==> src/rtl/core/bgrhsl_pkg.sv <==
package bgrhsl_pkg;

  // Channel and result widths.
  localparam int unsigned CHAN_W = 8;
  localparam int unsigned SUM_W  = CHAN_W + 1;

  // Hue numerator term d reaches 7 * 255, so it needs 11 bits.
  localparam int unsigned D_W = 11;

  // Long division: quotient bits, bits resolved per stage and stage count.
  localparam int unsigned QUO_W      = 9;
  localparam int unsigned STEP_BITS  = 3;
  localparam int unsigned DIV_STAGES = QUO_W / STEP_BITS;

  // Remainder holds 85 * 1785 = 151725, divisor holds 2 * 255 = 510.
  localparam int unsigned REM_W  = 18;
  localparam int unsigned DIVR_W = 9;

  // Arithmetic constants of the conversion.
  localparam logic [REM_W-1:0] HUE_NUM      = REM_W'(85);
  localparam logic [SUM_W-1:0] FULL_SUM     = SUM_W'(510);
  localparam logic [D_W-1:0]   HUE_OFS_RED  = D_W'(6);
  localparam logic [D_W-1:0]   HUE_OFS_GRN  = D_W'(2);
  localparam logic [D_W-1:0]   HUE_OFS_BLU  = D_W'(4);
  localparam int unsigned      SAT_SHIFT    = 8;

  typedef struct packed {
    logic [CHAN_W-1:0] blue;
    logic [CHAN_W-1:0] green;
    logic [CHAN_W-1:0] red;
  } pixel_t;

  typedef struct packed {
    logic [CHAN_W-1:0] hue;
    logic [CHAN_W-1:0] saturation;
    logic [CHAN_W-1:0] lightness;
  } hsl_t;

  // State of one pixel inside the division pipeline.
  typedef struct packed {
    logic              grey;
    logic [CHAN_W-1:0] lightness;
    logic [REM_W-1:0]  hue_rem;
    logic [DIVR_W-1:0] hue_div;
    logic [QUO_W-1:0]  hue_q;
    logic [REM_W-1:0]  sat_rem;
    logic [DIVR_W-1:0] sat_div;
    logic [QUO_W-1:0]  sat_q;
  } work_t;

endpackage

==> src/rtl/core/bgrhsl_prep.sv <==
module bgrhsl_prep (
  input  logic                clk,
  input  logic                rst,
  input  logic                pixel_valid,
  output logic                pixel_ready,
  input  bgrhsl_pkg::pixel_t  pixel,
  output logic                work_valid,
  input  logic                work_ready,
  output bgrhsl_pkg::work_t   work
);
  import bgrhsl_pkg::*;

  typedef struct packed {
    logic              grey;
    logic [CHAN_W-1:0] lightness;
    logic [CHAN_W-1:0] range;
    logic [D_W-1:0]    d;
    logic [CHAN_W-1:0] den;
  } prep_t;

  logic [CHAN_W-1:0] mx;
  logic [CHAN_W-1:0] mn;
  logic [CHAN_W-1:0] range;
  logic [SUM_W-1:0]  sum;
  logic [SUM_W-1:0]  half;
  logic [SUM_W-1:0]  den_w;
  logic [D_W-1:0]    range_w;
  logic [D_W-1:0]    d_calc;
  prep_t             prep_next;
  prep_t             s1;
  logic              s1_valid;
  logic              s1_load;
  logic              s2_load;
  work_t             work_next;

  // Stage one: extremes, range, sum, hue term and saturation divisor.
  always_comb begin
    mx = pixel.red;
    if (pixel.green > mx) mx = pixel.green;
    if (pixel.blue > mx) mx = pixel.blue;
    mn = pixel.red;
    if (pixel.green < mn) mn = pixel.green;
    if (pixel.blue < mn) mn = pixel.blue;
    range   = mx - mn;
    sum     = {1'b0, mx} + {1'b0, mn};
    range_w = D_W'(range);
    // The true value always lies in 0..1785, so wrapping arithmetic is exact.
    priority if (pixel.red == mx) begin
      d_calc = D_W'(pixel.green) + range_w * HUE_OFS_RED - D_W'(pixel.blue);
    end else if (pixel.green == mx) begin
      d_calc = D_W'(pixel.blue) + range_w * HUE_OFS_GRN - D_W'(pixel.red);
    end else begin
      d_calc = D_W'(pixel.red) + range_w * HUE_OFS_BLU - D_W'(pixel.green);
    end
    half  = FULL_SUM - sum;
    den_w = (half < sum) ? half : sum;
    if (den_w == '0) den_w = SUM_W'(1);
    prep_next.grey      = (range == '0);
    prep_next.lightness = sum[SUM_W-1:1];
    prep_next.range     = range;
    prep_next.d         = d_calc;
    prep_next.den       = den_w[CHAN_W-1:0];
  end

  // Stage two: scaled numerators and divisors.
  always_comb begin
    work_next.grey      = s1.grey;
    work_next.lightness = s1.lightness;
    work_next.hue_rem   = REM_W'(s1.d) * HUE_NUM;
    work_next.hue_div   = {s1.range, 1'b0};
    work_next.hue_q     = '0;
    work_next.sat_rem   = (REM_W'(s1.range) << SAT_SHIFT) - REM_W'(s1.range);
    work_next.sat_div   = DIVR_W'(s1.den);
    work_next.sat_q     = '0;
  end

  assign s2_load     = !work_valid || work_ready;
  assign s1_load     = !s1_valid || s2_load;
  assign pixel_ready = s1_load;

  always_ff @(posedge clk) begin
    if (rst) begin
      s1_valid   <= 1'b0;
      work_valid <= 1'b0;
    end else begin
      if (s1_load) s1_valid <= pixel_valid;
      if (s2_load) work_valid <= s1_valid;
    end
  end

  always_ff @(posedge clk) begin
    if (s1_load && pixel_valid) s1 <= prep_next;
    if (s2_load && s1_valid) work <= work_next;
  end

endmodule

==> src/rtl/core/bgrhsl_div_stage.sv <==
module bgrhsl_div_stage #(
  parameter int unsigned TopBit = bgrhsl_pkg::QUO_W - 1
) (
  input  logic               clk,
  input  logic               rst,
  input  logic               up_valid,
  output logic               up_ready,
  input  bgrhsl_pkg::work_t  up_work,
  output logic               dn_valid,
  input  logic               dn_ready,
  output bgrhsl_pkg::work_t  dn_work
);
  import bgrhsl_pkg::*;

  work_t work_next;
  logic  load;

  // Restoring division, several quotient bits per stage for both quotients.
  always_comb begin
    logic [REM_W-1:0] hsh;
    logic [REM_W-1:0] ssh;
    work_next = up_work;
    for (int i = 0; i < STEP_BITS; i++) begin
      hsh = REM_W'(work_next.hue_div) << (TopBit - i);
      ssh = REM_W'(work_next.sat_div) << (TopBit - i);
      if (work_next.hue_rem >= hsh) begin
        work_next.hue_rem = work_next.hue_rem - hsh;
        work_next.hue_q   = work_next.hue_q | (QUO_W'(1) << (TopBit - i));
      end
      if (work_next.sat_rem >= ssh) begin
        work_next.sat_rem = work_next.sat_rem - ssh;
        work_next.sat_q   = work_next.sat_q | (QUO_W'(1) << (TopBit - i));
      end
    end
  end

  assign load     = !dn_valid || dn_ready;
  assign up_ready = load;

  always_ff @(posedge clk) begin
    if (rst) begin
      dn_valid <= 1'b0;
    end else if (load) begin
      dn_valid <= up_valid;
    end
  end

  always_ff @(posedge clk) begin
    if (load && up_valid) dn_work <= work_next;
  end

endmodule

==> src/rtl/core/bgr_to_hsl_pixel_top.sv <==
// Pixel color converter from blue, green, red to hue, saturation, lightness.
//
// Input channel pixel_valid / pixel_ready / pixel carries one pixel of three
// 8-bit channels per beat. Output channel hsl_valid / hsl_ready / hsl carries
// one result per beat, in the order the pixels were taken.
//
// Throughput is one pixel per clock, sustained, as long as hsl_ready stays
// high. The pipeline has five register stages: extremes and hue term,
// numerator scaling, then three long division stages that each settle
// three quotient bits of the hue and saturation quotients side by side.
//
// Every stage holds its own valid bit and loads when it is empty or when the
// stage below takes its beat, so a stalled receiver only backs up the
// pipeline as far as needed; bubbles are squeezed out and no beat is lost or
// repeated. pixel_ready drops only when all five stages hold beats.
//
// Synchronous reset on rst empties the pipeline: all valid bits clear and
// hsl_valid is low in the cycle after reset.
module bgr_to_hsl_pixel_top (
  input  logic                clk,
  input  logic                rst,
  input  logic                pixel_valid,
  output logic                pixel_ready,
  input  bgrhsl_pkg::pixel_t  pixel,
  output logic                hsl_valid,
  input  logic                hsl_ready,
  output bgrhsl_pkg::hsl_t    hsl
);
  import bgrhsl_pkg::*;

  // Stage k hands its beat to stage k + 1 over these links.
  logic  stage_valid [DIV_STAGES+1];
  logic  stage_ready [DIV_STAGES+1];
  work_t stage_work  [DIV_STAGES+1];
  work_t last;

  // Front end: extremes, range, sum, then the scaled numerators.
  bgrhsl_prep u_prep (
    .clk         (clk),
    .rst         (rst),
    .pixel_valid (pixel_valid),
    .pixel_ready (pixel_ready),
    .pixel       (pixel),
    .work_valid  (stage_valid[0]),
    .work_ready  (stage_ready[0]),
    .work        (stage_work[0])
  );

  // Division stages, most significant quotient bits first.
  for (genvar k = 0; k < DIV_STAGES; k++) begin : g_div
    bgrhsl_div_stage #(
      .TopBit (QUO_W - 1 - k * STEP_BITS)
    ) u_div (
      .clk      (clk),
      .rst      (rst),
      .up_valid (stage_valid[k]),
      .up_ready (stage_ready[k]),
      .up_work  (stage_work[k]),
      .dn_valid (stage_valid[k+1]),
      .dn_ready (stage_ready[k+1]),
      .dn_work  (stage_work[k+1])
    );
  end

  assign last                    = stage_work[DIV_STAGES];
  assign hsl_valid               = stage_valid[DIV_STAGES];
  assign stage_ready[DIV_STAGES] = hsl_ready;

  // A grey pixel has a zero hue divisor, so its quotients mean nothing and
  // both hue and saturation are forced to zero. Hue wraps modulo 256.
  always_comb begin
    hsl.hue        = last.grey ? '0 : last.hue_q[CHAN_W-1:0];
    hsl.saturation = last.grey ? '0 : last.sat_q[CHAN_W-1:0];
    hsl.lightness  = last.lightness;
  end

`ifndef SYNTH
  // A finished non-grey division leaves both remainders below their divisors.
  assert property (@(posedge clk) disable iff (rst)
    (hsl_valid && !last.grey) |->
      (last.hue_rem < REM_W'(last.hue_div)) && (last.sat_rem < REM_W'(last.sat_div)))
    else $error("division remainder not below divisor at output");

  // The saturation divisor is clamped and never reaches zero.
  assert property (@(posedge clk) disable iff (rst)
    hsl_valid |-> (last.sat_div != '0))
    else $error("zero saturation divisor at output");

  // The input side only stalls when the output holds a beat that is not taken.
  assert property (@(posedge clk) disable iff (rst)
    !pixel_ready |-> (hsl_valid && !hsl_ready))
    else $error("input stalled while output is free");
`endif

endmodule
==> config.mk <==
export PLATFORM = sky130hd
export DESIGN_NAME = bgr_to_hsl_pixel_top
export DESIGN_NICKNAME = d
export VERILOG_FILES = /design/src/rtl/core/bgrhsl_pkg.sv /design/src/rtl/core/bgrhsl_prep.sv /design/src/rtl/core/bgrhsl_div_stage.sv /design/src/rtl/core/bgr_to_hsl_pixel_top.sv
export SDC_FILE = /design/constraint.sdc
export NUM_CORES = 1
export LEC_CHECK = 0
export ABC_AREA = 1
export BUFFER_PORTS_ARGS = -buffer_cell sky130_fd_sc_hd__buf_4
export CAP_MARGIN = 20
export CELL_PAD_IN_SITES_DETAIL_PLACEMENT = 1
export CELL_PAD_IN_SITES_GLOBAL_PLACEMENT = 1
export CORE_ASPECT_RATIO = 1.2
export CORE_MARGIN = 2
export CORE_UTILIZATION = 45
export CTS_CLUSTER_SIZE = 12
export DETAILED_ROUTE_END_ITERATION = 10
export PLACE_DENSITY_LB_ADDON = 0.1
export SLEW_MARGIN = 25
export SYNTH_ARGS = -nofsm -noshare
export SYNTH_HDL_FRONTEND = slang
export SYNTH_HIERARCHICAL = 1
export SYNTH_SLANG_ARGS = --single-unit
export TNS_END_PERCENT = 50
==> constraint.sdc <==
create_clock -name clk -period 13.6 [get_ports clk]
set_clock_uncertainty 0.05 [all_clocks]
set_input_delay 1.36 -clock clk [delete_from_list [all_inputs] [get_ports clk]]
set_output_delay 1.36 -clock clk [all_outputs]
set_load 0.02 [all_outputs]
==> metrics.txt <==
# TYPE chip_impl_metric gauge
chip_impl_info{name="status",value="finished, final reports clean"} 1
chip_impl_metric{name="fillerInstances",unit=""} 8024
chip_impl_metric{name="fp-row-count",unit=""} 101
chip_impl_info{name="slowest_stage",value="sky130_fd_sc_hd__xnor2_1"} 1
chip_impl_info{name="setup.worst_path.end_class",value="register"} 1
chip_impl_metric{name="port_buffers",unit=""} 53
chip_impl_metric{name="regArea",unit="mm²"} 0.008448
chip_impl_metric{name="chipWidth",unit="µm"} 234
chip_impl_metric{name="maxCapViolCount",unit=""} 0
chip_impl_metric{name="netlist_area",unit="mm²"} 0.02857
chip_impl_metric{name="h-tree-depth",unit=""} 2
chip_impl_metric{name="period_share",unit="%"} 65.67
chip_impl_metric{name="fmaxAchievable",unit="MHz"} 112.0
chip_impl_metric{name="cts-buffers-inserted",unit=""} 34
chip_impl_metric{name="postSynthCellCount",unit=""} 3764
chip_impl_metric{name="drtIter0Drc",unit=""} 874
chip_impl_metric{name="setup.reg_to_reg.worst_slack",unit="ns"} 6.00
chip_impl_metric{name="routability_cong",unit=""} 0.8761
chip_impl_metric{name="tightest_slew",unit="ns"} 0.9386
chip_impl_info{name="cts.root.buffer_cell",value="sky130_fd_sc_hd__clkbuf_16"} 1
chip_impl_info{name="cp_class",value="primary input to register"} 1
chip_impl_metric{name="grt_pass1_vias",unit=""} 25090
chip_impl_metric{name="initial_core_util",unit="%"} 45.30
chip_impl_metric{name="critical-path-max-stage-delay",unit="ns"} 0.78
chip_impl_metric{name="grt_remaining_overflow",unit=""} 0
chip_impl_metric{name="boundaryPins",unit=""} 54
chip_impl_metric{name="synth_warnings",unit=""} 6
chip_impl_metric{name="grt_start_max_net_pins",unit=""} 72
chip_impl_info{name="most_frequent_standard_cell_in_the_layout_excluding_fill_and_tap_cells",value="sky130_fd_sc_hd__nand2_1"} 1
chip_impl_metric{name="routed_via_density",unit=""} 5.190
chip_impl_metric{name="worstSkewPairLatency",unit="ns"} 0.55
chip_impl_metric{name="antenna_found_initial",unit=""} 0
chip_impl_metric{name="drive_above_1_share",unit="%"} 10.40
chip_impl_metric{name="post_synth.cell_area_avg",unit="µm²"} 7.589
chip_impl_metric{name="hpwlAfterDp",unit="µm"} 68010
chip_impl_metric{name="syn_to_final_growth",unit="%"} 7.507
chip_impl_metric{name="fin_nets",unit=""} 4188
chip_impl_metric{name="postRouteWirelength",unit="µm"} 80180
chip_impl_metric{name="detailedRoute.firstPassIterationCount",unit=""} 5
chip_impl_metric{name="die_area",unit="mm²"} 0.06552
chip_impl_metric{name="worst-endpoint-required",unit="ns"} 13.85
chip_impl_metric{name="cts_sinks",unit=""} 283
chip_impl_metric{name="clk_transition_reported_paths",unit="ns"} 0.06
chip_impl_metric{name="ctsHoldBuffers",unit=""} 0
chip_impl_metric{name="setup_viol",unit=""} 0
chip_impl_metric{name="final_period_minus_worst_setup_slack",unit="ns"} 8.931
chip_impl_info{name="cts_tree",value="done"} 1
chip_impl_metric{name="crit_path_arrival_time",unit="ns"} 9.18
chip_impl_metric{name="setup_tns",unit="ns"} 0
chip_impl_info{name="highest_count_cells_in_the_layout_ignoring_fill_and_taps",value="1022 x sky130_fd_sc_hd__nand2_1, 584 x sky130_fd_sc_hd__inv_1, 289 x sky130_fd_sc_hd__ha_1, 280 x sky130_fd_sc_hd__nand3_1, 278 x sky130_fd_sc_hd__edfxtp_1"} 1
chip_impl_metric{name="postCtsSetupBuffers",unit=""} 0
chip_impl_metric{name="relSlewSlack",unit="%"} 36.98
chip_impl_metric{name="timing.final.hold_violations",unit=""} 0
chip_impl_metric{name="layout.cell_area.non_filler",unit="mm²"} 0.03071
chip_impl_metric{name="crit_path_max_fanout",unit=""} 13
chip_impl_metric{name="die_height",unit="µm"} 280
chip_impl_info{name="unrepaired_setup_endpoints_after_global_routing",value="no"} 1
chip_impl_metric{name="postPlaceCellArea",unit="mm²"} 0.02965
chip_impl_info{name="critPathLaunchType",value="primary input"} 1
chip_impl_metric{name="finalWorstSetupSlack",unit="ns"} 4.669
chip_impl_metric{name="cts_resized",unit=""} 0
chip_impl_metric{name="route.antenna.remaining_nets",unit=""} 0
chip_impl_metric{name="maxSlewViolCount",unit=""} 0
chip_impl_metric{name="total_core_area",unit="mm²"} 0.06306
chip_impl_metric{name="clockBufferDepth",unit=""} 3
chip_impl_info{name="critPathMostFrequentCell",value="sky130_fd_sc_hd__nand2_1"} 1
chip_impl_metric{name="placement.setup.worst_slack",unit="ns"} 4.238
chip_impl_info{name="min-delay-path-class",value="register to register"} 1
chip_impl_metric{name="first_pass_grt_wire_length",unit="µm"} 128700
chip_impl_metric{name="routed-via-count",unit=""} 24190
chip_impl_metric{name="grt_usage",unit="%"} 24.70
chip_impl_metric{name="antenna_cells_inserted",unit=""} 0
chip_impl_metric{name="multi_input_area",unit="mm²"} 0.01740
chip_impl_metric{name="wl_per_cell",unit="µm"} 17.20
chip_impl_metric{name="post_route_drc",unit=""} 0
-- registers in the layout, summed over array words and instances (netlist names) --
register / count
g_div.u_div/dn_work: 183
u_prep/work: 59
u_prep/s1: 36
g_div.u_div/dn_valid: 3
u_prep/s1_valid: 1
u_prep/work_valid: 1
-- layer usage --
layer  share of wire [%]  track usage [%]  up-vias
met1                  43            29.53    11510
li1                    -                -    12320
met5                   0                0        -
met3                 2.0            2.337      106
met2                  52            46.31      261
met4                 2.8            7.124        0
-- stage by stage --
step / utilization, % / hold slack (ns) / cells
final: 48.70 / 0.3670 / 4661
after global routing: 48.70 / 0.3736 / 4661
after CTS: 48.70 / 0.3685 / 4661
after detailed placement: 47.02 / 0.3557 / 4601
after global placement: 47.02 / 0.3509 / 4601
after floorplan: - / 0.3503 / 3782
-- worst max-delay path, delay by kind of cell --
family          cells  cell delay (ns)
xor+xnor            2             0.96
compound gates      6             0.86
fa+ha+maj           7             2.42
buf+inv             9             0.89
simple gates       20             2.69
-- path summary, 6_finish.rpt --
check / startpoint / to / cells past startpoint
max: pixel[7] / u_prep/s1[18] / 44
min: g_div[0].u_div/dn_work[36] / g_div[1].u_div/dn_work[36] / 0
max reg2reg: g_div[0].u_div/dn_work[46] / g_div[1].u_div/dn_work[58] / 35
min reg2reg: g_div[0].u_div/dn_work[36] / g_div[1].u_div/dn_work[36] / 0
-- final cells by class --
class | count | area share [%]
clock buffers | 45 | 2.970
clock inverters | 15 | 0.4604
inverters | 620 | 7.578
multi-input cells | 2814 | 56.66
flip-flops and latches | 283 | 27.51
well taps | 824 | 3.357
repair buffers | 60 | 1.467
Power is not shown: default switching activity piles up to over one toggle a cycle in this logic, so the estimate is an artifact.
